==> src/design/swnd_pkg.sv <==
`timescale 1ns / 1ps
package swnd_pkg;

   localparam int WindowKBits   = 7;
   localparam int ToleranceBits = 32;
   localparam int CsrIndexBits  = 2;
   localparam int CsrDataBits   = 32;

   typedef logic [CsrIndexBits-1:0]  csr_index_type;
   typedef logic [CsrDataBits-1:0]   csr_data_type;
   typedef logic [WindowKBits-1:0]   window_k_type;
   typedef logic [ToleranceBits-1:0] tolerance_type;

   localparam csr_index_type REG_WINDOW_K  = 2'd0;
   localparam csr_index_type REG_TOLERANCE = 2'd1;

   localparam window_k_type  WindowKReset   = 7'd1;
   localparam tolerance_type ToleranceReset = 32'd0;

   typedef struct packed {
      logic shift;
      logic compare_en;
   } cell_ctrl_type;

endpackage

==> src/design/swnd_cell.sv <==
`timescale 1ns / 1ps
module swnd_cell #(
   parameter int SAMPLE_BITS = 32
) (
   input  logic                    clock,
   input  swnd_pkg::cell_ctrl_type ctrl,
   input  logic [SAMPLE_BITS-1:0]  cur_sample,
   input  logic [SAMPLE_BITS-1:0]  prev_sample,
   input  swnd_pkg::tolerance_type tolerance,
   output logic [SAMPLE_BITS-1:0]  held_sample,
   output logic                    hit
);
   localparam int CmpBits = (SAMPLE_BITS > swnd_pkg::ToleranceBits) ?
                            SAMPLE_BITS : swnd_pkg::ToleranceBits;

   logic [SAMPLE_BITS-1:0] data_ff;
   logic                   hit_ff;
   logic                   hit_in;
   logic                   cur_ge;
   logic [SAMPLE_BITS-1:0] diff;

   always_comb begin
      cur_ge = $signed(cur_sample) >= $signed(data_ff);
      diff   = cur_ge ? (cur_sample - data_ff) : (data_ff - cur_sample);
      hit_in = ctrl.compare_en && (CmpBits'(diff) <= CmpBits'(tolerance));
   end

   always_ff @(posedge clock) begin
      if (ctrl.shift) begin
         data_ff <= prev_sample;
         hit_ff  <= hit_in;
      end
   end

   assign held_sample = data_ff;
   assign hit         = hit_ff;
endmodule

==> config.mk <==
export PLATFORM = sky130hd
export DESIGN_NAME = swnd_cell
export DESIGN_NICKNAME = d
export VERILOG_FILES = /design/src/design/swnd_pkg.sv /design/src/design/swnd_cell.sv
export SDC_FILE = /design/constraint.sdc
export NUM_CORES = 1
export LEC_CHECK = 0
export BUFFER_PORTS_ARGS = -buffer_cell sky130_fd_sc_hd__buf_4
export CORE_ASPECT_RATIO = 0.8
export CORE_UTILIZATION = 60
export CTS_CLUSTER_SIZE = 25
export DETAILED_ROUTE_END_ITERATION = 7
export GPL_ROUTABILITY_DRIVEN = 0
export HOLD_SLACK_MARGIN = 0.06
export PLACE_DENSITY = 0.95
export SYNTH_ARGS = -nofsm -noshare
export SYNTH_HDL_FRONTEND = slang
export SYNTH_SLANG_ARGS = --single-unit
==> constraint.sdc <==
create_clock -name clock -period 9.85 [get_ports clock]
set_clock_uncertainty 0.2 [all_clocks]
set_input_delay 1.4775 -clock clock [delete_from_list [all_inputs] [get_ports clock]]
set_output_delay 1.4775 -clock clock [all_outputs]
set_load 0.05 [all_outputs]
# After elaboration in Yosys (flattened, before gate mapping)

Index checks and enable logic that the tools add are counted.

Bits in registers: 33
Bits of input ports: 99
Logic and storage cells: 8

Add/subtract/negate cells: 2
$lt $le $gt $ge: 2
Mux-type cells: 1
Reduce and logical (&&, ||, !) cells: 1

Operator list:

| operator            | number |
|---|---|
| $sub A32 B32 Y32    | 2 |
| $ge A32 B32 Y1      | 1 |
| $le A32 B32 Y1      | 1 |
| $mux W32            | 1 |
| $logic_and A1 B1 Y1 | 1 |

# Logic depth before layout (Yosys ltp)

Word-level depth: 4
Mapped depth: 23
Depth with buffers taken out: 20

# Worst setup path after synthesis

No wires, ideal clock.

Kind: in2reg
Start: in cur_sample[0]
End: reg hit_ff, in the netlist hit (data pin)
Data arrival time: 5.074 ns
Data required time: 9.496 ns
Path slack: 4.422 ns
Stages on the path: 21
Path buffers: 1
Cell sequence: inv_1 ha_1 inv_1 fa_1 a211oi_2 o211ai_1 and3b_1 o31ai_2 a21o_1 buf_6 mux2i_1 o221ai_1 xor2_1 ha_1 a21o_1 a21o_1 a21oi_1 o21ai_0 a21o_1 a221o_1 a21boi_0

Longest elaborated chain between the ends: 4
Elaborated cells between the ends (all ways): 6
Classes of those cells: add/sub: 2; order compare: 2; mux: 1; reduce/logical: 1

Ends and longest elaborated chain:

| element                                                   | RTL line                         | text |
|---|---|---|
| start, declared                                           | swnd_cell.sv:7                   | `input logic [SAMPLE_BITS-1:0] cur_sample,` |
| $sub A32 B32 Y32 / $ge A32 B32 Y1 (equally long branches) | swnd_cell.sv:24, swnd_cell.sv:23 |  |
| $mux W32 (*)                                              | swnd_cell.sv:24                  | `diff = cur_ge ? (cur_sample - data_ff) : (data_ff - cur_sample);` |
| $le A32 B32 Y1 (*)                                        | swnd_cell.sv:25                  | `hit_in = ctrl.compare_en && (CmpBits'(diff) <= CmpBits'(tolerance));` |
| $logic_and A1 B1 Y1 (*)                                   | swnd_cell.sv:25                  |  |
| net hit_in                                                | swnd_cell.sv:18                  | `logic hit_in;` |
| end signal, assigned                                      | swnd_cell.sv:31                  | `hit_ff <= hit_in;` |
| end, declared                                             | swnd_cell.sv:17                  | `logic hit_ff;` |

Mark *: on every way through the listed nets, which the timed path passes. The rest lies on a longest branch.
A chain may end at the register's enable or synchronous reset.

# Worst setup path after layout

Ends and elaborated chain as after synthesis.

==> impl_summary.log <==
[metrics] run status: finished, final reports clean
[metrics] total via count in the routed design: 5888
[metrics] share of the clock period used by the worst path: 67.6%
[metrics] WP data arrival: 6.58 ns
[metrics] internal reg-to-reg setup slack: 4.15 ns
[metrics] endpoint of the worst register-to-register path: hit
[metrics] area enclosed by the die boundary: 0.00964 mm2
[metrics] Max-slew headroom: 15.0%
[metrics] count of buffers added by post-CTS timing repair for setup: 0
[metrics] Net Sw Frac: 46.1%
[metrics] worst supply voltage drop on vdd: 0.0000898 V
[metrics] kind of critical path: in2reg
[metrics] crit path setup slack, layout: 3.19 ns
[metrics] number of register bits inferred by synthesis: 33
[metrics] switching power: 0.421 mW
[metrics] maximum number of pins on one net before global-route repair: 35
[metrics] number of synthesized flops with an enable pin: 33
[metrics] I/O pin count: 132
[metrics] diode count: 0
[metrics] # nets final: 987
[metrics] DP HPWL: 12700 um
[metrics] Die Span Y: 88.0 um
[metrics] die boundary width: 110 um
[metrics] Maximum Capacitance Violations: 0
[metrics] part of the Yosys area used for sequential elements: 17.8%
[metrics] number of design rule violations left after detail routing: 0
[metrics] beginning of the critical path: cur_sample[0]
[metrics] vias in the first global route: 5638
[metrics] setup tns final: 0 ns
[metrics] clock transition at the registers of the reported paths: 0.06 ns
[metrics] worst slack, placed: 3.06 ns
[metrics] Setup crit end: hit
[metrics] Worst R2R Start: held_sample[0]
[metrics] maximum number of buffers from clock root to sink: 2
[metrics] top post-synthesis cells by count: sky130_fd_sc_hd__inv_1 (109), sky130_fd_sc_hd__ha_1 (95), sky130_fd_sc_hd__a21oi_1 (70)
[metrics] CTS tree: yes
[metrics] asr flop ratio synth: 0%
[metrics] unique cell type count in the Yosys netlist: 69
[metrics] global-route wire length before repair: 26100 um
[metrics] H-Tree Depth: 2
[metrics] post-route minimum period: 6.66 ns
[metrics] cell taking the most area after synthesis: sky130_fd_sc_hd__ha_1
[metrics] Hold Crit Class: reg2reg
[metrics] cell area after synthesis: 0.00555 mm2
[metrics] share of power burned in combinational logic: 63.5%
[metrics] average wire length per cell after detail routing: 18.1 um
[metrics] worst-skew pair later-pin latency: 0.29 ns
[metrics] number of hold-repair buffers added at the cts stage: 0
[metrics] post-CTS sizing: 0
[metrics] leakage component of the power: 3.46 nW
[metrics] number of instances in the synthesized netlist: 683
[metrics] core outline area: 0.00871 mm2
[metrics] final antenna-violating net count: 0
[metrics] total global-route track usage: 34.2%
[metrics] signed area change from the synthesized netlist to the final layout: 19.0%
[metrics] share of post-route cells with drive strength above 1: 20.7%
[metrics] final setup violation count: 0
[metrics] crit path capture type: flop
[metrics] timing-limited maximum frequency: 0.150 GHz
[metrics] sequential cell fraction of total power: 19.4%
[metrics] total nets after synthesis: 879
[metrics] CTS sink count: 33
[metrics] routed wire length: 16400 um
[metrics] Reg2Reg Depth: 19
[metrics] ratio of total power to cell area: 138 mW/mm2
[metrics] starting density of the core: 63.7%
[metrics] TritonCTS buffer count: 5
[metrics] Initial DRC Count: 1025
[metrics] RSZ-0062 raised after global routing: no
[metrics] Most used DFF post-synth: sky130_fd_sc_hd__edfxtp_1
[metrics] total iterations of the first detailed-routing run: 8
[metrics] Site Rows: 30
[metrics] initial antenna violation count: 0
[metrics] vias per cell: 6.52
[metrics] Crit Path Max Fanout: 34
[metrics] cell internal pwr: 0.492 mW
[metrics] Post-Syn Area per Cell: 8.13 um2
[metrics] total count of hold-check failures in the final report: 0
[metrics] Congestion Overflow GR: 0
[metrics] number of warnings reported in the yosys synthesis log: 0
[metrics] CP required: 9.78 ns
[metrics] kind of launch point of the worst setup path: primary input
[metrics] part of the power in the clock network: 17.1%
[metrics] top-area cell type share of the netlist area: 21.4%
[metrics] Max Transition Viols Final: 0
[metrics] transition at the pin with the smallest max-transition slack: 1.27 ns
[metrics] most numerous cell in the Yosys netlist: sky130_fd_sc_hd__inv_1
[metrics] leading cell types by total area after synthesis: sky130_fd_sc_hd__ha_1 (21%), sky130_fd_sc_hd__edfxtp_1 (18%), sky130_fd_sc_hd__inv_1 (7.4%), sky130_fd_sc_hd__a21oi_1 (6.3%), sky130_fd_sc_hd__a21o_1 (6.2%)
[metrics] clock root buffer master: sky130_fd_sc_hd__clkbuf_16
[metrics] I/O Buffers: 131
## worst min-delay path by stage
stage                   start  cells past startpoint   to
2_1_floorplan  held_sample[0]                      6  hit
3_3_place_gp   held_sample[0]                      6  hit
3_5_place_dp   held_sample[0]                      6  hit
4_1_cts        held_sample[0]                      6  hit
5_1_grt        held_sample[0]                      6  hit
6_report       held_sample[0]                      6  hit
## cells in the final DEF (no fill, tap or decap), types with 5 or more instances in the layout
cell	Yosys	routed
sky130_fd_sc_hd__nand2b_1	5	5
sky130_fd_sc_hd__nor2b_1	5	5
sky130_fd_sc_hd__nand2_1	30	30
sky130_fd_sc_hd__xor2_1	13	13
sky130_fd_sc_hd__o21a_1	5	5
sky130_fd_sc_hd__or3_1	5	5
sky130_fd_sc_hd__nor2_1	34	34
sky130_fd_sc_hd__xnor2_1	16	16
sky130_fd_sc_hd__nor3_1	5	5
sky130_fd_sc_hd__o21bai_1	8	8
sky130_fd_sc_hd__a211oi_1	12	12
sky130_fd_sc_hd__o211ai_1	7	7
sky130_fd_sc_hd__a21oi_1	70	70
sky130_fd_sc_hd__edfxtp_1	33	33
sky130_fd_sc_hd__o21ai_1	10	10
sky130_fd_sc_hd__o21ai_0	27	27
sky130_fd_sc_hd__a21o_1	46	46
sky130_fd_sc_hd__buf_4	10	132
sky130_fd_sc_hd__a31oi_1	6	6
sky130_fd_sc_hd__mux2i_1	10	10
sky130_fd_sc_hd__ha_1	95	95
sky130_fd_sc_hd__clkbuf_16	0	5
sky130_fd_sc_hd__nand3_1	11	11
sky130_fd_sc_hd__nand4_1	19	19
sky130_fd_sc_hd__inv_1	109	109
## kinds of logic (layout without fill, tap and decap cells)
kind of cell	Yosys count	count (layout)	share of synthesized area, %
adder cells (fa/ha/maj)	97	97	22.1
XOR/XNOR	29	29	4.58
buffers and inverters	140	248	11.2
AO/OA/AOI/OAI	233	233	28.9
flip-flops	33	33	17.8
multiplexers	11	11	2.01
AND/OR/NAND/NOR	140	140	13.4
## power groups by stage
stage,Sequential [mW],Clock (mW),Combinational [mW]
after floorplan,0.218,0,0.373
after global placement,0.180,0,0.517
after detailed placement,0.180,0,0.552
after CTS,0.177,0.156,0.560
after global routing,0.179,0.162,0.621
final,0.177,0.156,0.580
## metal layers
layer | GRT usage [%] | vias up | share of wire (%)
met5 | 0 | - | 0
met4 | 12.7 | 0 | 4.0
met3 | 9.30 | 106 | 13
met2 | 56.0 | 483 | 44
met1 | 43.1 | 2633 | 40
li1 | - | 2666 | -
## flip-flops by register name (all words and copies together), names as in the netlist
register / flops
held_sample: 32
hit: 1
## stage by stage
step	cells	area (um2)	power, mW	utilization, %	hold slack (ns)
finish	903	6610	0.913	75.9	1.02
global route	903	6610	0.961	75.9	1.04
CTS	903	6610	0.893	75.9	1.01
detailed placement	896	6470	0.732	74.3	0.995
global placement	896	6470	0.697	74.3	0.986
floorplan	683	5550	0.591	-	1.25
## cell type report
cell class,count,area (um2)
Timing Repair Buffer,132,991
Tap cell,112,140
Fill cell,596,2100
Sequential cell,33,991
Clock inverter,2,11.3
Inverter,109,409
Multi-Input combinational cell,510,3940
Clock buffer,5,125
## critical path, stage by stage
cell                       delay, ns
sky130_fd_sc_hd__buf_4          0.11
sky130_fd_sc_hd__inv_1          0.05
sky130_fd_sc_hd__ha_1           0.18
sky130_fd_sc_hd__inv_1          0.06
sky130_fd_sc_hd__fa_1           0.42
sky130_fd_sc_hd__a211oi_2       0.28
sky130_fd_sc_hd__o211ai_1       0.16
sky130_fd_sc_hd__and3b_1        0.25
sky130_fd_sc_hd__o31ai_2        0.28
sky130_fd_sc_hd__a21o_1         1.03
sky130_fd_sc_hd__mux2i_1        0.36
sky130_fd_sc_hd__o221ai_1       0.17
sky130_fd_sc_hd__xor2_1         0.22
sky130_fd_sc_hd__ha_1           0.32
sky130_fd_sc_hd__a21o_1         0.17
sky130_fd_sc_hd__a21o_1         0.18
sky130_fd_sc_hd__a21oi_1        0.14
sky130_fd_sc_hd__o21ai_0        0.10
sky130_fd_sc_hd__a21o_1         0.16
sky130_fd_sc_hd__a221o_1        0.31
sky130_fd_sc_hd__a21boi_0       0.16
(Power assumes the default switching activity.)
